$ cat config.mk
export PLATFORM = sky130hd
export DESIGN_NAME = bfm_rsp_queue
export DESIGN_NICKNAME = d
export VERILOG_FILES = /design/src/sv/bfm_pkg.sv /design/src/sv/bfm_rsp_queue.sv
export SDC_FILE = /design/constraint.sdc
export NUM_CORES = 1
export LEC_CHECK = 0
export BUFFER_PORTS_ARGS = -buffer_cell sky130_fd_sc_hd__buf_4
export CAP_MARGIN = 20
export CORE_ASPECT_RATIO = 1.4
export CORE_MARGIN = 2
export CORE_UTILIZATION = 41
export CTS_BUF_LIST = sky130_fd_sc_hd__clkbuf_4 sky130_fd_sc_hd__clkbuf_8
export DETAILED_ROUTE_END_ITERATION = 16
export PLACE_DENSITY_LB_ADDON = 0.2
export SYNTH_ARGS = -nofsm -noshare
export SYNTH_HDL_FRONTEND = slang
export SYNTH_SLANG_ARGS = --single-unit
$ cat constraint.sdc
create_clock -name clock -period 5.17 [get_ports clock]
set_input_delay 0.2585 -clock clock [delete_from_list [all_inputs] [get_ports clock]]
set_output_delay 0.2585 -clock clock [all_outputs]
set_load 0.05 [all_outputs]
$ cat src/sv/bfm_pkg.sv
// ----------------------------------------------------------------------------
// bfm_pkg
// Shared types and constants of the 3x3 mean box filter.
// ----------------------------------------------------------------------------
package bfm_pkg;

   // Channel bytes carried on the ports, and the width of one byte.
   localparam int CH_NUM = 3;
   localparam int PIX_W  = 8;

   // Sum of one window column (three bytes) and of the whole window (nine bytes).
   localparam int CSUM_W = 10;
   localparam int WSUM_W = 12;

   // floor(x / 9) is taken as (x * 7282) >> 16, which is exact for x below 32768.
   localparam int                 RECIP_W     = 13;
   localparam logic [RECIP_W-1:0] RECIP_NINE  = 13'd7282;
   localparam int                 RECIP_SHIFT = 16;

   // Row counter and the largest frame height.
   localparam int ROW_W      = 10;
   localparam int MAX_HEIGHT = 1024;

   // Register port.
   localparam int                   CSR_DATA_W        = 11;
   localparam int                   CSR_IDX_W         = 2;
   localparam logic [CSR_IDX_W-1:0] CSR_IMAGE_WIDTH   = 2'd0;
   localparam logic [CSR_IDX_W-1:0] CSR_IMAGE_HEIGHT  = 2'd1;
   localparam logic [CSR_IDX_W-1:0] CSR_CHANNEL_COUNT = 2'd2;

   // Result queue, counted in items.
   localparam int RSP_DEPTH = 8;
   localparam int RSP_AW    = 3;

   typedef enum logic {
      REQ_PIXEL = 1'b0,
      REQ_DRAIN = 1'b1
   } req_kind_type;

   // Control that travels with one item down the pipeline.
   typedef struct packed {
      logic valid;      // item pushes a column into the window
      logic drain;      // column comes from the line stores only
      logic fill;       // first column of a row: fill the whole window
      logic top_upper;  // top row comes from the upper line store
      logic emit_a;     // result centered on the middle window column
      logic emit_b;     // result at the right edge of the row
      logic last_b;     // edge result is the last of the frame
   } step_type;

   typedef logic [CH_NUM-1:0][PIX_W-1:0] mean_vec_type;

   typedef struct packed {
      mean_vec_type mean_a;
      mean_vec_type mean_b;
      logic         has_a;
      logic         has_b;
      logic         last_b;
   } rsp_entry_type;

endpackage

$ cat src/sv/bfm_rsp_queue.sv
// ----------------------------------------------------------------------------
// bfm_rsp_queue
// Result queue: one entry per item with results, one or two results popped per entry.
// ----------------------------------------------------------------------------
module bfm_rsp_queue (
   input  logic                    clock,
   input  logic                    reset,
   input  bfm_pkg::step_type       issue,
   input  logic                    entry_valid,
   input  bfm_pkg::rsp_entry_type  entry,
   output logic                    full,
   output logic                    rsp_valid,
   input  logic                    rsp_stall,
   output bfm_pkg::mean_vec_type   rsp_mean,
   output logic                    rsp_frame_last
);
   import bfm_pkg::*;

   localparam int PW = RSP_AW + 1;

   rsp_entry_type   entries_ff [RSP_DEPTH];
   logic [PW-1:0]   wr_ptr_ff, wr_ptr_in;
   logic [PW-1:0]   rd_ptr_ff, rd_ptr_in;
   logic [PW-1:0]   count_ff, count_in;
   logic            sub_ff, sub_in;

   rsp_entry_type   head;
   logic            issue_rsp;
   logic            show_b;
   logic            pop;
   logic            done;

   // The count reserves a slot at input acceptance for every item that will
   // produce results, so the pipeline ahead of the queue never has to wait.
   always_comb begin
      issue_rsp = issue.valid & (issue.emit_a | issue.emit_b);
      full      = (count_ff == PW'(RSP_DEPTH));
      rsp_valid = (wr_ptr_ff != rd_ptr_ff);
      head      = entries_ff[rd_ptr_ff[RSP_AW-1:0]];
      show_b    = sub_ff | !head.has_a;
      pop       = rsp_valid & !rsp_stall;
      done      = pop & (show_b | !head.has_b);

      rsp_mean       = show_b ? head.mean_b : head.mean_a;
      rsp_frame_last = show_b & head.last_b;

      wr_ptr_in = entry_valid ? wr_ptr_ff + PW'(1) : wr_ptr_ff;
      rd_ptr_in = done ? rd_ptr_ff + PW'(1) : rd_ptr_ff;
      count_in  = count_ff + PW'(issue_rsp) - PW'(done);
      sub_in    = sub_ff;
      if (done) begin
         sub_in = 1'b0;
      end else if (pop) begin
         sub_in = 1'b1;
      end
   end

   always_ff @(posedge clock) begin
      if (reset) begin
         wr_ptr_ff <= '0;
         rd_ptr_ff <= '0;
         count_ff  <= '0;
         sub_ff    <= 1'b0;
      end else begin
         wr_ptr_ff <= wr_ptr_in;
         rd_ptr_ff <= rd_ptr_in;
         count_ff  <= count_in;
         sub_ff    <= sub_in;
      end
      if (entry_valid) begin
         entries_ff[wr_ptr_ff[RSP_AW-1:0]] <= entry;
      end
   end

endmodule

==> results.md <==
- Net Count, Synth: 787
- Final hold violations: 0
- Ys Warns: 0
- Worst Hold Class: primary input to flop
- Fin crit share: 79.8%
- Hold Buf Count CTS: 54
- Clock skew: 30.8 ps
- Initial antenna violation count: 0
- Clk_lat worst skew: 630 ps
- Crit. End Element: output port
- Slew Viols, Final: 0
- Commonest cells post-synth: edfxtp_1, mux4_2, mux2i_1
- Resized cells post-CTS: 0
- Die Height: 240 µm
- Overflow after GRT: 0
- Setup bufs post-CTS: 0
- Synthesized instance count: 717
- Avg WL per Cell: 21.7 µm
- GRT Overall Usage: 15.7%
- Core footprint: 39300 µm²
- Fin cells: 1479
- Syn_area_per_cell: 22.7 µm²
- Clock Tree Buf Depth: 3
- # DRC: 0
- Sequential area share after synthesis: 77.1%
- Dominant cell type by area after synthesis: edfxtp_1
- Ys async rst share: 0%
- Final Setup Violations: 0
- Number of flops mapped to enable cells by yosys: 408
- Synth top area cells: edfxtp_1, mux4_2, mux2i_1
- Worst-Margin Slew: 1090 ps
- Maximum clock rate: 243 MHz
- Inst Count DP: 1312
- IO Port Bufs: 84
- Area grow syn2layout: 18.8%
- Crit Path Max Fanout: 58
- Tmin final: 4120 ps
- First-pass GRT wire length: 49.0 mm
- Routed via count: 7518
- Initial Util: 41.5%
- Leak: 6.24 nW
- Worst-path clk slew: 70 ps
- Fillers: 3238
- CTS tree: done
- Rel. slew slack: 27.2%
- H-tree Lvls: 2
- Placement Rows: 86
- TritonCTS buffer count: 60
- Mapped Area: 16300 µm²
- Root Driver: clkbuf_8
- Total Nets Final: 971
- Top-count cell post-synth: edfxtp_1
- CP Launch Type: flop
- Worst EP required: 4910 ps
- GP Congestion: 0.688
- Status: completed
- Setup TNS: 0 ps
- Yosys cell types: 35
- Largest net degree at the start of global routing: 59
- Die span in x: 173 µm
- 1st-pass router iterations: 6
- Worst Setup Path Type: flop to output port
- Max Cap Violations: 0
- PwrDens: 380 nW/µm²
- Number of diodes: 0
- Area share of the leading cell type in the synthesized netlist: 75.1%
- Synth Register Bits: 424
- Vias in the first global route: 8538
- CTS Sinks: 424
- Layout cell share with drive strength beyond 1: 32.3%
- RSZ-0062 raised after global routing: false
- Synth Flop Type: edfxtp_1
- Worst vdd ir: 293 µV
- Critical path arrival: 3860 ps
- Initial DRC count: 487
- Die area: 41400 µm²
- WL final: 32.0 mm
- Antenna viol nets, final: 0
- Top-Level Pins: 89
- Hpwl dp: 17.4 mm
- Vias per cell: 5.08
[cell usage in the layout (no fill, tap or decap), types with 3 or more instances in the layout]
| cell type | synthesis | routed |
|---|---|---|
| nor3b_1 | 3 | 3 |
| nand2_1 | 3 | 3 |
| buf_4 | 4 | 100 |
| ha_1 | 7 | 7 |
| xor2_1 | 3 | 3 |
| nor2_1 | 15 | 9 |
| clkbuf_4 | 0 | 12 |
| nand2b_1 | 6 | 6 |
| clkbuf_8 | 0 | 65 |
| inv_1 | 6 | 6 |
| dfxtp_1 | 16 | 13 |
| dlygate4sd3_1 | 0 | 54 |
| mux2i_1 | 80 | 80 |
| mux4_2 | 99 | 99 |
| xnor2_1 | 5 | 5 |
| clkinv_2 | 0 | 11 |
| clkinv_1 | 0 | 20 |
| nor2_4 | 0 | 6 |
| edfxtp_1 | 408 | 408 |
| a21oi_1 | 8 | 8 |
[path summary, 6_finish.rpt]
kind	startpoint	end	slack (ps)	depth (start not counted)
worst max-delay path	flop	rsp_mean[3]	1050	7
worst min-delay path	issue[6]	count_ff[1]$_SDFF_PP0_	320	5
worst max register to register	flop	count_ff[2]$_SDFF_PP0_	1570	12
worst min register to register	rd_ptr_ff[3]$_SDFFE_PP0P_	rd_ptr_ff[3]$_SDFFE_PP0P_	500	2
[metrics by stage]
stage               utilization (%)  hold WS (ps)  setup slack [ps]  area [µm²]  power [mW]
floorplan                         -           328               627       16300        4.61
global placement               44.9           475              1590       17600        4.87
detailed placement             44.9           492              1520       17600        4.90
CTS                            49.3           293               931       19400        7.45
global route                   49.3           388               775       19400        7.66
finish                         49.3           320              1050       19400        7.36
[layout make-up]
type / count / area (µm²) / share of cell area (%)
Sequential cell: 424 / 12600 / 64.9
Timing Repair Buffer: 155 / 1310 / 6.77
Clock buffer: 77 / 985 / 5.08
Multi-Input combinational cell: 254 / 3620 / 18.7
Clock inverter: 35 / 193 / 0.994
Inverter: 6 / 22.5 / 0.116
Tap cell: 528 / 661 / 3.41
[cells by family (layout without fill, tap and decap cells)]
logic type	count (synthesis)	count (layout)	synth area share, %
XOR/XNOR	8	8	0.430
buffers and inverters	39	273	1.10
AND/OR/NAND/NOR	41	41	1.37
AO/OA/AOI/OAI	17	17	0.698
adder cells (fa/ha/maj)	8	8	0.660
flip-flops	424	424	77.1
multiplexers	180	180	18.7
[critical path: stages (launching register included)]
cell       delay (ps)
dfxtp_4           940
nand2b_1          220
a2bb2oi_1         330
nand3_4           670
buf_4             480
mux2i_1           140
mux2i_1           230
buf_4             250
[metal layers]
layer	up-vias	global-route usage (%)	routed length [µm]	share of wire, %
li1	3379	-	-	-
met1	3940	18.3	12800	40
met4	0	4.95	688	2.1
met3	46	2.70	1270	4.0
met5	-	0	0	0
met2	153	29.4	17300	54
[where the power goes]
group	leakage (nW)	total, mW	switching [mW]	internal, mW
combinational	1.78	0.967	0.558	0.408
sequential	3.84	3.88	0.0324	3.85
clock	0.623	2.51	1.21	1.30
[flip-flops by register name (all words and copies together), names as in the netlist, named ones only]
signal      cells
sub_ff          1
rd_ptr_ff       4
count_ff        4
wr_ptr_ff       4
entries_ff    408
Power figures use the tool's default switching activity.
