<file path="config.mk">
export PLATFORM = sky130hd
export DESIGN_NAME = bfm_seq
export DESIGN_NICKNAME = d
export VERILOG_FILES = /design/src/sv/bfm_pkg.sv /design/src/sv/bfm_seq.sv
export SDC_FILE = /design/constraint.sdc
export NUM_CORES = 1
export LEC_CHECK = 0
export ABC_AREA = 0
export BUFFER_PORTS_ARGS = -buffer_cell sky130_fd_sc_hd__buf_2
export CORE_MARGIN = 3
export CORE_UTILIZATION = 35
export CTS_CLUSTER_DIAMETER = 100
export CTS_CLUSTER_SIZE = 20
export DETAILED_ROUTE_END_ITERATION = 6
export PLACE_DENSITY = 0.68
export REMOVE_ABC_BUFFERS = 1
export SLEW_MARGIN = 25
export SYNTH_ARGS = -nofsm -noshare
export SYNTH_HDL_FRONTEND = slang
export SYNTH_SLANG_ARGS = --single-unit
</file>
<file path="constraint.sdc">
create_clock -name clock -period 2.9 [get_ports clock]
set_input_delay 0.435 -clock clock [delete_from_list [all_inputs] [get_ports clock]]
set_output_delay 0.435 -clock clock [all_outputs]
set_load 0.02 [all_outputs]
</file>
<file path="src/sv/bfm_pkg.sv">
// ----------------------------------------------------------------------------
// bfm_pkg
// Shared types and constants of the 3x3 mean box filter.
// ----------------------------------------------------------------------------
package bfm_pkg;

   // Channel bytes carried on the ports, and the width of one byte.
   localparam int CH_NUM = 3;
   localparam int PIX_W  = 8;

   // Sum of one window column (three bytes) and of the whole window (nine bytes).
   localparam int CSUM_W = 10;
   localparam int WSUM_W = 12;

   // floor(x / 9) is taken as (x * 7282) >> 16, which is exact for x below 32768.
   localparam int                 RECIP_W     = 13;
   localparam logic [RECIP_W-1:0] RECIP_NINE  = 13'd7282;
   localparam int                 RECIP_SHIFT = 16;

   // Row counter and the largest frame height.
   localparam int ROW_W      = 10;
   localparam int MAX_HEIGHT = 1024;

   // Register port.
   localparam int                   CSR_DATA_W        = 11;
   localparam int                   CSR_IDX_W         = 2;
   localparam logic [CSR_IDX_W-1:0] CSR_IMAGE_WIDTH   = 2'd0;
   localparam logic [CSR_IDX_W-1:0] CSR_IMAGE_HEIGHT  = 2'd1;
   localparam logic [CSR_IDX_W-1:0] CSR_CHANNEL_COUNT = 2'd2;

   // Result queue, counted in items.
   localparam int RSP_DEPTH = 8;
   localparam int RSP_AW    = 3;

   typedef enum logic {
      REQ_PIXEL = 1'b0,
      REQ_DRAIN = 1'b1
   } req_kind_type;

   // Control that travels with one item down the pipeline.
   typedef struct packed {
      logic valid;      // item pushes a column into the window
      logic drain;      // column comes from the line stores only
      logic fill;       // first column of a row: fill the whole window
      logic top_upper;  // top row comes from the upper line store
      logic emit_a;     // result centered on the middle window column
      logic emit_b;     // result at the right edge of the row
      logic last_b;     // edge result is the last of the frame
   } step_type;

   typedef logic [CH_NUM-1:0][PIX_W-1:0] mean_vec_type;

   typedef struct packed {
      mean_vec_type mean_a;
      mean_vec_type mean_b;
      logic         has_a;
      logic         has_b;
      logic         last_b;
   } rsp_entry_type;

endpackage

</file>
<file path="src/sv/bfm_seq.sv">
// ----------------------------------------------------------------------------
// bfm_seq
// Stream position tracking, input handshake and the line store clearing pass.
// ----------------------------------------------------------------------------
module bfm_seq #(
   parameter int MAX_WIDTH = 1024
) (
   input  logic                          clock,
   input  logic                          reset,
   input  logic                          req_valid,
   input  bfm_pkg::req_kind_type         req_kind,
   output logic                          req_stall,
   input  logic [$clog2(MAX_WIDTH)-1:0]  width_last,
   input  logic [bfm_pkg::ROW_W-1:0]     height_last,
   input  logic                          queue_full,
   output bfm_pkg::step_type             issue,
   output logic [$clog2(MAX_WIDTH)-1:0]  issue_addr,
   output logic                          clear_en,
   output logic [$clog2(MAX_WIDTH)-1:0]  clear_addr
);
   import bfm_pkg::*;

   localparam int            AW        = $clog2(MAX_WIDTH);
   localparam logic [AW-1:0] ADDR_LAST = AW'(MAX_WIDTH - 1);

   logic             clear_ff, clear_in;
   logic [AW-1:0]    clear_addr_ff, clear_addr_in;
   logic [AW-1:0]    col_ff, col_in;
   logic [AW-1:0]    drain_col_ff, drain_col_in;
   logic [ROW_W-1:0] row_ff, row_in;
   logic             loaded_ff, loaded_in;

   logic             is_drain;
   logic [AW-1:0]    col;
   logic             row_end;
   logic             work;
   logic             rows_ok;
   logic             accept;

   assign req_stall  = clear_ff | queue_full;
   assign clear_en   = clear_ff;
   assign clear_addr = clear_addr_ff;
   assign issue_addr = col;

   // Pixels are taken only while a frame is being loaded, drain ticks only
   // once the whole frame is in; anything else is a transfer without effect.
   always_comb begin
      is_drain        = (req_kind == REQ_DRAIN);
      col             = is_drain ? drain_col_ff : col_ff;
      row_end         = (col >= width_last);
      work            = is_drain ? loaded_ff : !loaded_ff;
      rows_ok         = is_drain | (row_ff != '0);
      accept          = req_valid & !req_stall;
      issue.valid     = accept & work;
      issue.drain     = is_drain;
      issue.fill      = (col == '0);
      issue.top_upper = is_drain ? (row_ff != '0) : (row_ff >= ROW_W'(2));
      issue.emit_a    = accept & work & rows_ok & (col != '0);
      issue.emit_b    = accept & work & rows_ok & row_end;
      issue.last_b    = is_drain & row_end;
   end

   always_comb begin
      clear_in      = clear_ff;
      clear_addr_in = clear_addr_ff;
      col_in        = col_ff;
      drain_col_in  = drain_col_ff;
      row_in        = row_ff;
      loaded_in     = loaded_ff;
      if (clear_ff) begin
         clear_addr_in = clear_addr_ff + AW'(1);
         if (clear_addr_ff == ADDR_LAST) begin
            clear_in = 1'b0;
         end
      end
      if (issue.valid) begin
         if (is_drain) begin
            if (row_end) begin
               loaded_in    = 1'b0;
               drain_col_in = '0;
               row_in       = '0;
               col_in       = '0;
            end else begin
               drain_col_in = col + AW'(1);
            end
         end else begin
            if (row_end) begin
               col_in = '0;
               if (row_ff >= height_last) begin
                  loaded_in    = 1'b1;
                  drain_col_in = '0;
               end else begin
                  row_in = row_ff + ROW_W'(1);
               end
            end else begin
               col_in = col + AW'(1);
            end
         end
      end
   end

   always_ff @(posedge clock) begin
      if (reset) begin
         clear_ff      <= 1'b1;
         clear_addr_ff <= '0;
         col_ff        <= '0;
         drain_col_ff  <= '0;
         row_ff        <= '0;
         loaded_ff     <= 1'b0;
      end else begin
         clear_ff      <= clear_in;
         clear_addr_ff <= clear_addr_in;
         col_ff        <= col_in;
         drain_col_ff  <= drain_col_in;
         row_ff        <= row_in;
         loaded_ff     <= loaded_in;
      end
   end

endmodule

</file>
==> results.tsv <==
stage	metric	value	unit
run_status	status	completed	
detailed_routing	Vias per Instance	5.40	
global_routing	vias in the first global route	2902	
global_routing	GRT overflow	0	
timing	clock skew	3.98	ps
synth	synthesized area	0.00291	mm2
hold_path	worst hold path type	reg -> reg	
setup_path	CP startpoint kind	primary input	
synth	Top FF cell, synth	dfxtp_1	
layout	Area Growth Syn to Fin	25.7	%
floorplan	Chip Height	97.1	um
synth	YS warnings	0	
clock_network	Hold Buf Count CTS	0	
timing	setup TNS	0	ps
hold_path	Hold Path Depth	2	
timing	setup ws final	120	ps
clock_network	Root Driver	clkbuf_8	
global_routing	first-pass GRT wire length	13200	um
timing	worst-margin pin slew	596	ps
timing	min Tclk post-route	2780	ps
setup_path	Worst R2R Setup Slack	350	ps
synth	Avg Cell Area, Syn	8.21	um2
hold_path	hold endpoint	clear_addr[8]$_SDFFE_PP0P_	
detailed_routing	DRC	0	
setup_path	CP arrival	2350	ps
layout	final core utilization	46.3	%
setup_path	CP Max Fanout	7	
layout	final net count	481	
floorplan	I/O Pins	54	
clock_network	Longest Clk Path Bufs	2	
power_and_ir_drop	P per Cell Area	313	mW/mm2
timing	Slew Viols, Final	0	
place	port buffer count	53	
clock_network	H-tree depth	2	
clock_network	Clock Sinks	42	
timing	setup violators final	0	
detailed_routing	drt pass-1 iters	4	
detailed_routing	Routed Antenna Nets	0	
setup_path	Req. time, crit path	2470	ps
synth	ys async rst share	0	%
detailed_routing	Avg WL per Cell	14.7	um
clock_network	Reg clk slew, reported paths	80	ps
floorplan	Die ar.	0.00943	mm2
place	HPWL Detailed	6050	um
floorplan	initial cell density of the core	36.8	%
floorplan	core area	0.00789	mm2
timing	slew margin rel.	60.0	%
detailed_routing	routed wire length	7860	um
synth	Seq cells post-synth	42	
timing	final-report hold violation count	0	
run	maxcap violations	0	
place	worst slack at placement	-68.5	ps
setup_path	worst reg2reg path endpoint	row_ff[6]$_SDFFE_PP0P_	
synth	Cell variety after synth	54	
synth	register area share after synthesis	28.9	%
synth	Post-synth EDFFs	0	
place	GP Congestion	0.882	
power_and_ir_drop	Peak VDD IR	196	uV
floorplan	Die X-Extent	97.1	um
setup_path	critical path capture point type	output pin	
detailed_routing	vias post-DR	2880	
global_routing	initial antenna violation count	0	
floorplan	FP Rows	32	
layout	n_diodes	0	
setup_path	crit path kind	in -> out	
global_routing	largest net degree at the start of global routing	31	
layout	fillers	777	
detailed_routing	1st-iter DRT viols	117	
timing	period utilization	95.9	%
hold_path	Hold Crit Start	clear_addr[8]$_SDFFE_PP0P_	
global_routing	Global Route Usage Sum	16.6	%
setup_path	cell depth of the worst flop-to-flop path	10	
power_and_ir_drop	leakage	0.00171	uW
layout	share of cells above drive strength 1	25.3	%
place	Area after DPL	0.00347	mm2
clock_network	worst-skew pair later-pin latency	290	ps
layout	final instance area	0.00365	mm2
clock_network	CTS tree	done	
timing	Fmax	0.360	GHz
setup_path	Reg2Reg Launch Point	drain_col_ff[8]$_SDFFE_PP0P_	
synth	Synth Instances	354	
clock_network	Num CTS Buffers	5	
report_power, final:
group / switching (uW) / internal, uW
logic: 63.8 / 45.7
registers: 3.62 / 580
clock network: 194 / 258
total: 261 / 883
sequential cells by signal, summed over array words and instances (netlist names):
register / count
clear_addr: 10
col_ff: 10
drain_col_ff: 10
row_ff: 10
clear_en: 1
loaded_ff: 1
stage by stage:
step           instances  hold slack, ps  power [uW]
4_1_cts              533             512        1150
2_1_floorplan        338             467         644
5_1_grt              533             540        1200
3_5_place_dp         524             501         701
6_report             533             508        1140
3_3_place_gp         524             481         697
kinds of logic (layout without fill, tap and decap cells):
logic type               Yosys count  in the layout  share of synthesized area (%)
buffers and inverters             51            128                           7.06
flip-flops                        42             42                           28.9
multiplexers                      12             12                           4.26
AND/OR/NAND/NOR                  121            121                           21.8
AO/OA/AOI/OAI                     88             88                           22.5
adder cells (fa/ha/maj)           26             26                           11.2
XOR/XNOR                          14             14                           4.22
layer usage:
metal	part of all wire, %	global-route usage [%]
met4	1.3	4.86
met1	44	20.7
met2	49	28.8
met3	5.6	3.23
met5	0	0
worst max-delay path, cell delays in order:
cell     delay, ps
buf_4          160
mux2_2         370
ha_1           350
nand4_4        110
o41ai_4        430
nor2_2          90
buf_4          160
nor2_1          80
buf_2          170
worst max path at each step:
stage,endpoint,from
finish,issue[0],req_kind
global route,issue[0],req_kind
CTS,issue[1],req_kind
detailed placement,col_ff[2]$_SDFFE_PP0P_,req_kind
global placement,row_ff[8]$_SDFFE_PP0P_,req_kind
floorplan,issue[1],req_kind
placed cells by master, fill, tap and decap left out, types with 4 or more instances in the layout:
cell       count
o2bb2ai_1      4
a32oi_1       12
nor4_1         4
inv_1         34
xnor2_1        8
nor2_1        33
and3_1         9
clkbuf_8       5
nand2b_1       4
o211ai_1      12
buf_2         51
mux2i_1        5
nand3_1       11
buf_4         33
a22oi_1        5
nor2b_1        4
o21ai_0       11
ha_1          25
xor2_1         6
o21a_1         4
a21oi_1       18
dfxtp_1       42
nand4_1        9
a2bb2oi_1      4
nand2_1       28
Yosys cell counts, drive strengths merged, types with 3 or more instances:
| master | instances | area (um2) |
|---|---|---|
| xor2 | 6 | 52.6 |
| nand3 | 11 | 55.1 |
| and3 | 9 | 56.3 |
| a32oi | 12 | 105 |
| a21oi | 19 | 95.1 |
| a2bb2oi | 4 | 35.0 |
| o2bb2ai | 4 | 35.0 |
| clkbuf | 7 | 26.3 |
| inv | 34 | 128 |
| nor2b | 4 | 25.0 |
| ha | 26 | 325 |
| o21ai | 12 | 63.8 |
| nor4 | 4 | 25.0 |
| mux2i | 9 | 90.1 |
| nand2b | 4 | 25.0 |
| mux2 | 3 | 33.8 |
| a22oi | 5 | 37.5 |
| nand2 | 28 | 105 |
| buf | 9 | 47.5 |
| nand4 | 10 | 68.8 |
| o21a | 4 | 30.0 |
| dfxtp | 42 | 841 |
| o211ai | 12 | 90.1 |
| xnor2 | 8 | 70.1 |
| nor2 | 35 | 134 |
what timing repair did:
| item | in CTS | in global routing |
|---|---|---|
| endpoints found under the setup margin | 2 | 2 |
| resized for setup | 1 | 13 |
| pin swaps | 1 | 1 |
| setup buffers | 1 | 0 |
layout make-up:
cell class	count	area (um2)	area share (%)
clock buffers	7	76.3	2.09
well taps	102	128	3.49
inverters	35	131	3.60
repair buffers	85	523	14.3
clock inverters	1	30.0	0.822
multi-input cells	261	1920	52.7
flip-flops and latches	42	841	23.0
Note: power is estimated with default switching activity, not from simulation.
