[src/sv/bfm_pkg.sv]
// ----------------------------------------------------------------------------
// bfm_pkg
// Shared types and constants of the 3x3 mean box filter.
// ----------------------------------------------------------------------------
package bfm_pkg;

   // Channel bytes carried on the ports, and the width of one byte.
   localparam int CH_NUM = 3;
   localparam int PIX_W  = 8;

   // Sum of one window column (three bytes) and of the whole window (nine bytes).
   localparam int CSUM_W = 10;
   localparam int WSUM_W = 12;

   // floor(x / 9) is taken as (x * 7282) >> 16, which is exact for x below 32768.
   localparam int                 RECIP_W     = 13;
   localparam logic [RECIP_W-1:0] RECIP_NINE  = 13'd7282;
   localparam int                 RECIP_SHIFT = 16;

   // Row counter and the largest frame height.
   localparam int ROW_W      = 10;
   localparam int MAX_HEIGHT = 1024;

   // Register port.
   localparam int                   CSR_DATA_W        = 11;
   localparam int                   CSR_IDX_W         = 2;
   localparam logic [CSR_IDX_W-1:0] CSR_IMAGE_WIDTH   = 2'd0;
   localparam logic [CSR_IDX_W-1:0] CSR_IMAGE_HEIGHT  = 2'd1;
   localparam logic [CSR_IDX_W-1:0] CSR_CHANNEL_COUNT = 2'd2;

   // Result queue, counted in items.
   localparam int RSP_DEPTH = 8;
   localparam int RSP_AW    = 3;

   typedef enum logic {
      REQ_PIXEL = 1'b0,
      REQ_DRAIN = 1'b1
   } req_kind_type;

   // Control that travels with one item down the pipeline.
   typedef struct packed {
      logic valid;      // item pushes a column into the window
      logic drain;      // column comes from the line stores only
      logic fill;       // first column of a row: fill the whole window
      logic top_upper;  // top row comes from the upper line store
      logic emit_a;     // result centered on the middle window column
      logic emit_b;     // result at the right edge of the row
      logic last_b;     // edge result is the last of the frame
   } step_type;

   typedef logic [CH_NUM-1:0][PIX_W-1:0] mean_vec_type;

   typedef struct packed {
      mean_vec_type mean_a;
      mean_vec_type mean_b;
      logic         has_a;
      logic         has_b;
      logic         last_b;
   } rsp_entry_type;

endpackage

[src/sv/bfm_mean.sv]
// ----------------------------------------------------------------------------
// bfm_mean
// Window sums for the two result positions and the division by nine.
// ----------------------------------------------------------------------------
module bfm_mean #(
   parameter int NCH = 3
) (
   input  logic                                       clock,
   input  logic                                       reset,
   input  bfm_pkg::step_type                          win_step,
   input  logic [2:0][NCH-1:0][bfm_pkg::CSUM_W-1:0]   win_sum,
   input  logic [1:0]                                 chan_use,
   output logic                                       entry_valid,
   output bfm_pkg::rsp_entry_type                     entry
);
   import bfm_pkg::*;

   localparam int PW = WSUM_W + RECIP_W;

   step_type                    s3_step_ff;
   logic [NCH-1:0][WSUM_W-1:0]  s3_sum_a_ff, sum_a_in;
   logic [NCH-1:0][WSUM_W-1:0]  s3_sum_b_ff, sum_b_in;
   logic [PIX_W-1:0]            mean_a [CH_NUM];
   logic [PIX_W-1:0]            mean_b [CH_NUM];

   // The right-edge result repeats the last column in place of the one beyond.
   always_comb begin
      for (int k = 0; k < NCH; k++) begin
         sum_a_in[k] = WSUM_W'(win_sum[0][k]) + WSUM_W'(win_sum[1][k]) +
                       WSUM_W'(win_sum[2][k]);
         sum_b_in[k] = WSUM_W'(win_sum[1][k]) + (WSUM_W'(win_sum[2][k]) << 1);
      end
   end

   always_ff @(posedge clock) begin
      if (reset) begin
         s3_step_ff <= '0;
      end else begin
         s3_step_ff <= win_step;
      end
      s3_sum_a_ff <= sum_a_in;
      s3_sum_b_ff <= sum_b_in;
   end

   for (genvar k = 0; k < CH_NUM; k++) begin : g_chan
      if (k < NCH) begin : g_used
         logic [PW-1:0] prod_a;
         logic [PW-1:0] prod_b;
         logic          on;
         assign prod_a = PW'(s3_sum_a_ff[k]) * PW'(RECIP_NINE);
         assign prod_b = PW'(s3_sum_b_ff[k]) * PW'(RECIP_NINE);
         assign on     = (2'(k) < chan_use);
         assign mean_a[k] = on ? prod_a[RECIP_SHIFT +: PIX_W] : '0;
         assign mean_b[k] = on ? prod_b[RECIP_SHIFT +: PIX_W] : '0;
      end else begin : g_unused
         assign mean_a[k] = '0;
         assign mean_b[k] = '0;
      end
   end

   always_comb begin
      for (int k = 0; k < CH_NUM; k++) begin
         entry.mean_a[k] = mean_a[k];
         entry.mean_b[k] = mean_b[k];
      end
      entry.has_a  = s3_step_ff.emit_a;
      entry.has_b  = s3_step_ff.emit_b;
      entry.last_b = s3_step_ff.last_b;
      entry_valid  = s3_step_ff.valid & (s3_step_ff.emit_a | s3_step_ff.emit_b);
   end

endmodule

[config.mk]
export PLATFORM = sky130hd
export DESIGN_NAME = bfm_mean
export DESIGN_NICKNAME = d
export VERILOG_FILES = /design/src/sv/bfm_pkg.sv /design/src/sv/bfm_mean.sv
export SDC_FILE = /design/constraint.sdc
export NUM_CORES = 1
export LEC_CHECK = 0
export BUFFER_PORTS_ARGS = -buffer_cell sky130_fd_sc_hd__buf_2
export CAP_MARGIN = 20
export CORE_MARGIN = 2
export CORE_UTILIZATION = 65
export CTS_CLUSTER_SIZE = 20
export DETAILED_ROUTE_END_ITERATION = 10
export PLACE_DENSITY = 0.86
export SLEW_MARGIN = 20
export SYNTH_ARGS = -nofsm -noshare
export SYNTH_HDL_FRONTEND = slang
export SYNTH_SLANG_ARGS = --single-unit
[constraint.sdc]
create_clock -name clock -period 9.56 [get_ports clock]
set_clock_uncertainty 0.2 [all_clocks]
set_input_delay 2.39 -clock clock [delete_from_list [all_inputs] [get_ports clock]]
set_output_delay 2.39 -clock clock [all_outputs]
set_load 0.005 [all_outputs]
==> results of run 1 <==
-- synthesized netlist by cell type, types with 9 or more instances --
| master | count | area share (%) |
|---|---|---|
| xor2_1 | 49 | 2.6 |
| ha_1 | 451 | 35 |
| a21boi_0 | 9 | 0.41 |
| nand2_1 | 46 | 1.1 |
| o21ai_0 | 56 | 1.7 |
| a21oi_1 | 82 | 2.5 |
| fa_1 | 210 | 26 |
| nand3_1 | 20 | 0.61 |
| nand4_1 | 11 | 0.42 |
| nor2_1 | 66 | 1.5 |
| inv_1 | 374 | 8.6 |
| a21o_1 | 49 | 2.3 |
| o21a_1 | 10 | 0.46 |
| and2_1 | 20 | 0.77 |
| dfxtp_1 | 76 | 9.3 |
| nor2b_1 | 10 | 0.38 |
| xnor2_1 | 64 | 3.4 |
-- state kept, by name (all words and copies together) (netlist names) --
register     cells
s3_sum_a_ff     36
s3_sum_b_ff     36
entry            3
s3_step_ff       1
-- final timing paths --
| kind | from | to |
|---|---|---|
| setup / recovery | s3_sum_a_ff[33]$_DFF_P_ | entry[48] |
| hold / removal | win_sum[40] | s3_sum_b_ff[12]$_DFF_P_ |
-- per-layer routing --
metal  track usage, %  wire, um  share of wire [%]  vias up
li1                 -         -                  -     5816
met1             33.9     14800                 41     5876
met2             51.8     18400                 51      344
met3             3.74      1690                4.7      106
met4             12.3      1430                3.9        0
met5                0         0                  0        -
-- cell type report --
| class | instances | area [um^2] |
|---|---|---|
| diodes | 1 | 2.50 |
| clock buffers | 11 | 243 |
| clock inverters | 5 | 60.1 |
| fillers | 1672 | 7130 |
| inverters | 374 | 1400 |
| multi-input cells | 1224 | 13400 |
| flip-flops and latches | 76 | 1520 |
| well taps | 330 | 413 |
| repair buffers | 149 | 746 |
-- logic make-up (layout without fill, tap and decap cells) --
| group | Yosys count | in the layout | share of synthesized area [%] |
|---|---|---|---|
| adder cells (fa/ha/maj) | 661 | 661 | 60.3 |
| other | 0 | 1 | 0 |
| AO/OA/AOI/OAI | 251 | 251 | 9.66 |
| flip-flops | 76 | 76 | 9.32 |
| buffers and inverters | 382 | 539 | 8.85 |
| AND/OR/NAND/NOR | 199 | 199 | 5.82 |
| XOR/XNOR | 113 | 113 | 6.06 |
-- through the flow --
| step | setup WS [ns] | instances | hold slack [ns] | utilization (%) | area [um^2] |
|---|---|---|---|---|---|
| 2_1_floorplan | 2.40 | 1682 | 2.22 | - | 16300 |
| 3_3_place_gp | 1.81 | 2153 | 2.31 | 70.1 | 17400 |
| 3_5_place_dp | 1.61 | 2153 | 2.31 | 70.1 | 17400 |
| 4_1_cts | 1.12 | 2169 | 1.93 | 71.3 | 17800 |
| 5_1_grt | 0.792 | 2170 | 1.94 | 71.3 | 17800 |
| 6_report | 0.997 | 2170 | 1.94 | 71.3 | 17800 |
==> metrics, run 1 <==
outcome completed; die height ~160 um; number of flops mapped to enable cells by yosys 0; Rel. slew slack 31.7%; DP HPWL between 30000 and 40000 um; Clock Sinks 76; MaxCap Viol Count 0; TNS Setup 0 ns; Total GRT Usage 28.5%; # setup viols final 0; Avg Inst Size Synth between 9 and 10 um^2; via count between 10000 and 15000; final hold violations 0; Synth Flop Type dfxtp_1; Area Overhead vs Synth 8.73%; port buffer count about 150; die width approximately 160 um; TritonCTS buffer count 9; commonest non-fill, non-tap cell in the layout ha_1; Pre-Repair DR Iteration Count 5; H-tree depth 3; DRC Markers 0; grt ovf 0; clock root cell clkbuf_16; CP cell instances inv_1 -> fa_1 -> inv_1 -> ha_1 -> inv_1 -> fa_1 -> inv_1 -> fa_1 -> ha_1 -> ha_1 -> a21oi_1 -> o21ai_0 -> o21bai_1 -> a21oi_1 -> nor2_1 -> and2_1 -> o21ai_0 -> a2111oi_0 -> buf_2; Max stage delay on crit path 0.87 ns; CP Class flop to output port; RSZ-0062 raised after global routing false; first-pass GRT wire length 60100 um; Buf+Inv Stages, Crit Path 5; Top cell by count, worst path inv_1; Max stage delay cell, worst path a2111oi_0; most frequent cells in the layout 451 x ha_1, 374 x inv_1, 210 x fa_1, 149 x buf_2, 82 x a21oi_1; final WL ~36000 um; full die area between 20000 and 30000 um^2; Syn Inst Count 1682; Hold Crit Depth 1; WP data required between 6 and 7 ns; Worst-Margin Slew about 1 ns; post-synthesis register bit count 76; sequential area share after synthesis about a tenth; row cnt 58; Yosys cell types 47; Initial Util between 60% and 70%; Worst Path Arrival 5.97 ns; Max Fclk 117 MHz; initial drt markers between 500 and 600; final RePlAce weighted congestion around 0.94; synthesized area approximately 16000 um^2; HP Class input port to flop; CTS clk-pin slew, worst paths about 0.080 ns; Synthesized Nets ~2400; Antenna Violating Nets Remaining 0; number of global-route vias before repair around 13000; post-CTS resize count 0; hold_buf cts 0; layout cells sized above 1 about 9.1%; startpoint type of the worst setup path flop; Largest delay share family, worst path adder cells; vias per cell ~5.6; ys async rst share 0%; Ys Warns 0; worst-path fanout max 5; IO Pins around 150; CTS tree done; Routed wire per std cell roughly 17 um; crit end category output port; min cycle time layout roughly 8.6 ns; clock tree buffer depth 2; fin crit share 89.6%; largest net degree at the start of global routing 20; instance count on the critical path 19; Final Max Tran Viols 0; Post-CTS Setup Repair Bufs 0; initial antenna violation count 1; fin nets between 2000 and 3000; CORE AREA around 25000 um^2
Power of run 1 is not shown: default switching activity piles up to over one toggle a cycle in this logic, so the estimate is an artifact.
==> inputs of run 2 (changes only) <==
--- a/config.mk
+++ b/config.mk
@@ -8,11 +8,13 @@
 export BUFFER_PORTS_ARGS = -buffer_cell sky130_fd_sc_hd__buf_2
 export CAP_MARGIN = 20
 export CORE_MARGIN = 2
-export CORE_UTILIZATION = 65
+export CORE_UTILIZATION = 63
 export CTS_CLUSTER_SIZE = 20
 export DETAILED_ROUTE_END_ITERATION = 10
-export PLACE_DENSITY = 0.86
+export GPL_ROUTABILITY_DRIVEN = 0
+export PLACE_DENSITY = 0.84
 export SLEW_MARGIN = 20
 export SYNTH_ARGS = -nofsm -noshare
 export SYNTH_HDL_FRONTEND = slang
 export SYNTH_SLANG_ARGS = --single-unit
+export TNS_END_PERCENT = 50
==> constraint.sdc (replaced) <==
create_clock -name clock -period 9 [get_ports clock]
set_clock_uncertainty 0.2 [all_clocks]
set_input_delay 2.25 -clock clock [delete_from_list [all_inputs] [get_ports clock]]
set_output_delay 2.25 -clock clock [all_outputs]
set_load 0.005 [all_outputs]
==> run 2 against run 1 <==
Setup slack got worse by 0.22 ns. Critical endpoint unchanged. Flip-flop and latch count unchanged. Global-route usage is 1.4 points lower. Via count is 1.7% lower. Worst hold slack worse by 0.12 ns. Final cell count about the same.
==> metrics, run 2 (synthesis gave the netlist of run 1 again) <==
Worst Path Arrival 5.78 ns (-0.19 ns); final hold violations 0 (unchanged); crit end category output port; # setup viols final 0 (unchanged); post-CTS resize count 0 (unchanged); WP data required 6.55 ns (-0.42 ns); final WL 35200 um (-3.1%); fin nets 2596 (unchanged); fin crit share 91.4%; placed cell count 2153 (unchanged); initial drt markers 516 (-11%); min cycle time layout slightly above 8 ns; Clock Sinks 76 (unchanged); die width 165 um (+1.5%); largest net degree at the start of global routing 20 (unchanged); HP Class input port to flop; TNS Setup 0 ns (unchanged); initial antenna violation count 1 (unchanged); DRC Markers 0 (unchanged); Worst-Margin Slew 1.01 ns (+0.0119 ns); MaxCap Viol Count 0 (unchanged); Rel. slew slack 30.9% (-0.82 points); DP HPWL 31700 um (-0.64%); clock root cell clkbuf_16; hold_buf cts 0 (unchanged); full die area 27200 um^2 (+3.1%); CTS tree done; CORE AREA 25300 um^2 (+1.7%); vias per cell 5.50 (-1.6%); outcome completed; clock tree buffer depth 2 (unchanged); Antenna Cells 0 (-1); layout cells sized above 1 9.19% (+0.054 points); Layout Utilization 70.1% (-1.2 points); Final Max Tran Viols 0 (unchanged); Total GRT Usage 27.2% (-1.4 points); area of the multi-input gates 13400 um^2 (unchanged); startpoint type of the worst setup path flop; most frequent cells in the layout 451 x ha_1, 374 x inv_1, 210 x fa_1, 149 x buf_2, 82 x a21oi_1; Routed wire per std cell 16.2 um (-3.1%); grt ovf 0 (unchanged); Pre-Repair DR Iteration Count 5 (unchanged); TritonCTS buffer count 9 (unchanged); fillers 1774 (+6.1%); CTS clk-pin slew, worst paths 0.06 ns (-0.02 ns); Initial Util 64.5% (-1.1 points); Area Overhead vs Synth 8.77% (about the same); IO Pins 153 (unchanged); H-tree depth 3 (unchanged); Antenna Violating Nets Remaining 0 (unchanged); port buffer count 149 (unchanged); Hold EP s3_sum_b_ff[24]$_DFF_P_; Reg area 1520 um^2 (unchanged); RSZ-0062 raised after global routing false; die height 165 um (+1.5%); final std cells w/o fill 2169 (-0.046%); Max Fclk 122 MHz; commonest non-fill, non-tap cell in the layout ha_1; number of global-route vias before repair 12800 (-3.2%); hold path start win_sum[50]; CP Class flop to output port; via count 11939 (-1.7%); first-pass GRT wire length 58700 um (-2.4%); worst-path fanout max 5 (unchanged); Hold Crit Depth 1 (unchanged); Worst Setup SP s3_sum_a_ff[33]$_DFF_P_; row cnt 58 (unchanged); Post-CTS Setup Repair Bufs 0 (unchanged)
-- run 2: cell count changes in the layout (fill, tap and decap cells not counted) --
| cell | delta |
|---|---|
| clkbuf_1 | -1 |
| inv_6 | +2 |
| clkinv_2 | -1 |
| diode_2 | -1 |
| clkinvlp_4 | -1 |
| clkbuf_8 | -1 |
| inv_8 | +2 |
-- run 2: critical path, stage by stage, from the launching register on --
cell and delay, ns:
dfxtp_1 0.44, inv_1 0.13, fa_1 0.55, inv_1 0.04, ha_1 0.31, inv_1 0.07
fa_1 0.53, inv_1 0.05, fa_1 0.45, ha_1 0.31, ha_1 0.37, a21oi_1 0.09
o21ai_0 0.28, o21bai_1 0.16, a21oi_1 0.09, nor2_1 0.14, and2_1 0.17, o21ai_0 0.10
a2111oi_0 0.88, buf_2 0.25
-- run 2: worst max path at each step --
stage | end | slack [ns] | cells after the start
2_1_floorplan | entry[25] | 1.98 | 20
3_3_place_gp | entry[48] | 1.33 | 19
3_5_place_dp | entry[48] | 1.18 | 19
4_1_cts | entry[48] | 0.80 | 19
5_1_grt | entry[48] | 0.38 | 19
6_report | entry[48] | 0.77 | 19
-- run 2: routing by layer --
layer / wire [um] / track usage [%]
met1: 15000 / 34.5
met2: 17900 / 48.9
met3: 1620 / 3.24
met4: 665 / 7.04
met5: 0 / 0
-- run 2: area by class of cell --
type                            instances  area share, %
Multi-Input combinational cell       1224           75.3
Tap cell                              330           2.32
Sequential cell                        76           8.56
Clock buffer                            9           1.27
Timing Repair Buffer                  149           4.20
Clock inverter                          7          0.493
Inverter                              374           7.90
-- run 2: through the flow --
stage | hold WS [ns] | cell area [um^2] | setup slack (ns)
2_1_floorplan | 2.08 | 16300 | 1.98
3_3_place_gp | 2.17 | 17400 | 1.33
3_5_place_dp | 2.18 | 17400 | 1.18
4_1_cts | 1.81 | 17800 | 0.795
5_1_grt | 1.82 | 17800 | 0.379
6_report | 1.82 | 17800 | 0.774
Power of run 2 is left out for the same reason.
==> inputs of run 3 (changes only) <==
--- a/config.mk
+++ b/config.mk
@@ -7,12 +7,13 @@
 export LEC_CHECK = 0
 export BUFFER_PORTS_ARGS = -buffer_cell sky130_fd_sc_hd__buf_2
 export CAP_MARGIN = 20
-export CORE_MARGIN = 2
 export CORE_UTILIZATION = 63
 export CTS_CLUSTER_SIZE = 20
 export DETAILED_ROUTE_END_ITERATION = 10
 export GPL_ROUTABILITY_DRIVEN = 0
+export HOLD_SLACK_MARGIN = 0.12
 export PLACE_DENSITY = 0.84
+export REMOVE_ABC_BUFFERS = 1
 export SLEW_MARGIN = 20
 export SYNTH_ARGS = -nofsm -noshare
 export SYNTH_HDL_FRONTEND = slang
==> run 3 against run 2 <==
Routed wire length decreased by 4.5%. First-iteration DRC count decreased by 14%. Critical path depth increased by 2. Largest cell class unchanged.
==> metrics, run 3 (synthesis gave the netlist of run 1 again) <==
outcome completed; Area Overhead vs Synth 8.71% (about the same); number of global-route vias before repair 12905 (+0.82%); # setup viols final 0 (unchanged); CP Class flop to output port; GR Layer Usage met3 3.00% (-0.24 points); final hold violations 0 (unchanged); TNS Setup 0 ns (unchanged); Max Fclk 125 MHz (+2.8%); crit end category output port; placed cell area 17500 um^2 (about the same); commonest non-fill, non-tap cell in the layout ha_1; M1 GR Usage 31.5% (-3.0 points); DP HPWL 30300 um (-4.2%); clock tree buffer depth 2 (unchanged); vias per cell 5.47 (-0.67%); full die area 26600 um^2 (-2.4%); Antenna Violating Nets Remaining 0 (unchanged); fin crit share 88.9% (-2.5 points); CORE AREA 25300 um^2 (unchanged); RSZ-0062 raised after global routing false; initial antenna violation count 0 (-1); Total GRT Usage 26.7% (-0.43 points); die width 163 um (-1.2%); first-pass GRT wire length 57300 um (-2.4%); min cycle time layout 8.00 ns (-0.224 ns); initial drt markers 445 (-14%); most used routing layer met2; DRC Markers 0 (unchanged); final std cells w/o fill 2170 (+0.046%); MaxCap Viol Count 0 (unchanged); Rel. slew slack 59.0% (+28 points); M2 GR Usage 50.7% (+1.8 points); final WL 33600 um (-4.5%); die height 163 um (-1.2%); Routed wire per std cell 15.5 um (-4.6%); Antenna Cells 0 (unchanged); row cnt 58 (unchanged); IO Pins 153 (unchanged); most frequent cells in the layout 451 x ha_1, 374 x inv_1, 210 x fa_1, 149 x buf_2, 82 x a21oi_1; Worst-Margin Slew 0.616 ns (-0.395 ns); post-CTS resize count 0 (unchanged); hold_buf cts 0 (unchanged); Pre-Repair DR Iteration Count 5 (unchanged); Clock Sinks 76 (unchanged); fillers 1846 (+4.1%); grt ovf 0 (unchanged); H-tree depth 3 (unchanged); Post-CTS Setup Repair Bufs 0 (unchanged); port buffer count 149 (unchanged); Worst Path Arrival 5.55 ns (-0.23 ns); clock root cell clkbuf_16; WP data required 6.55 ns (about the same); largest net degree at the start of global routing 20 (unchanged); fin nets 2597 (+0.039%); Initial Util 64.5% (unchanged); placed cell count 2154 (+0.046%); startpoint type of the worst setup path flop; via count 11864 (-0.63%); TritonCTS buffer count 9 (unchanged); HP Class input port to flop; worst-path fanout max 4 (-1); CTS tree done; layout cells sized above 1 9.18% (about the same); CTS clk-pin slew, worst paths 0.07 ns (about the same); post-route cell area 17800 um^2 (about the same); Final Max Tran Viols 0 (unchanged)
-- run 3: path summary, 6_finish.rpt --
path / from / endpoint / slack, ns / depth (start not counted)
setup / recovery: s3_sum_b_ff[27]$_DFF_P_ / entry[25] / 1.0 / 21
hold / removal: win_sum[50] / s3_sum_b_ff[24]$_DFF_P_ / 1.83 / 1
-- run 3: layout make-up --
cell class              count  area (um^2)  share of cell area, %
clock buffers               9          225                   1.27
clock inverters             7         72.6                  0.409
inverters                 374         1400                   7.91
multi-input cells        1224        13400                   75.3
flip-flops and latches     76         1520                   8.57
well taps                 330          413                   2.33
repair buffers            150          753                   4.24
-- run 3: metrics by stage --
| stage | hold slack, ns | utilization (%) | setup slack [ns] |
|---|---|---|---|
| global placement | 2.18 | 68.9 | 1.57 |
| floorplan | 2.08 | - | 1.98 |
| global route | 1.82 | 70.1 | 0.748 |
| detailed placement | 2.18 | 68.9 | 1.43 |
| CTS | 1.82 | 70.1 | 1.04 |
| finish | 1.83 | 70.1 | 0.998 |
-- run 3: critical path, stage by stage, from the launching register on --
cell     delay (ns)
dfxtp_1        0.43
inv_1          0.13
fa_1           0.55
inv_1          0.06
ha_1           0.31
inv_1          0.07
fa_1           0.52
inv_1          0.06
fa_1           0.50
inv_1          0.06
fa_1           0.53
inv_1          0.04
ha_1           0.32
a21oi_1        0.15
o21ai_0        0.09
nor3_1         0.18
a21oi_1        0.16
o41a_1         0.43
a31oi_1        0.22
xor2_1         0.17
nor2_1         0.06
buf_2          0.15
-- run 3: per-layer routing --
layer	up-vias	share of wire, %
met5	-	0
met4	0	2.4
met3	63	3.3
met2	256	53
met1	5722	41
li1	5823	-
Power of run 3 is left out for the same reason.
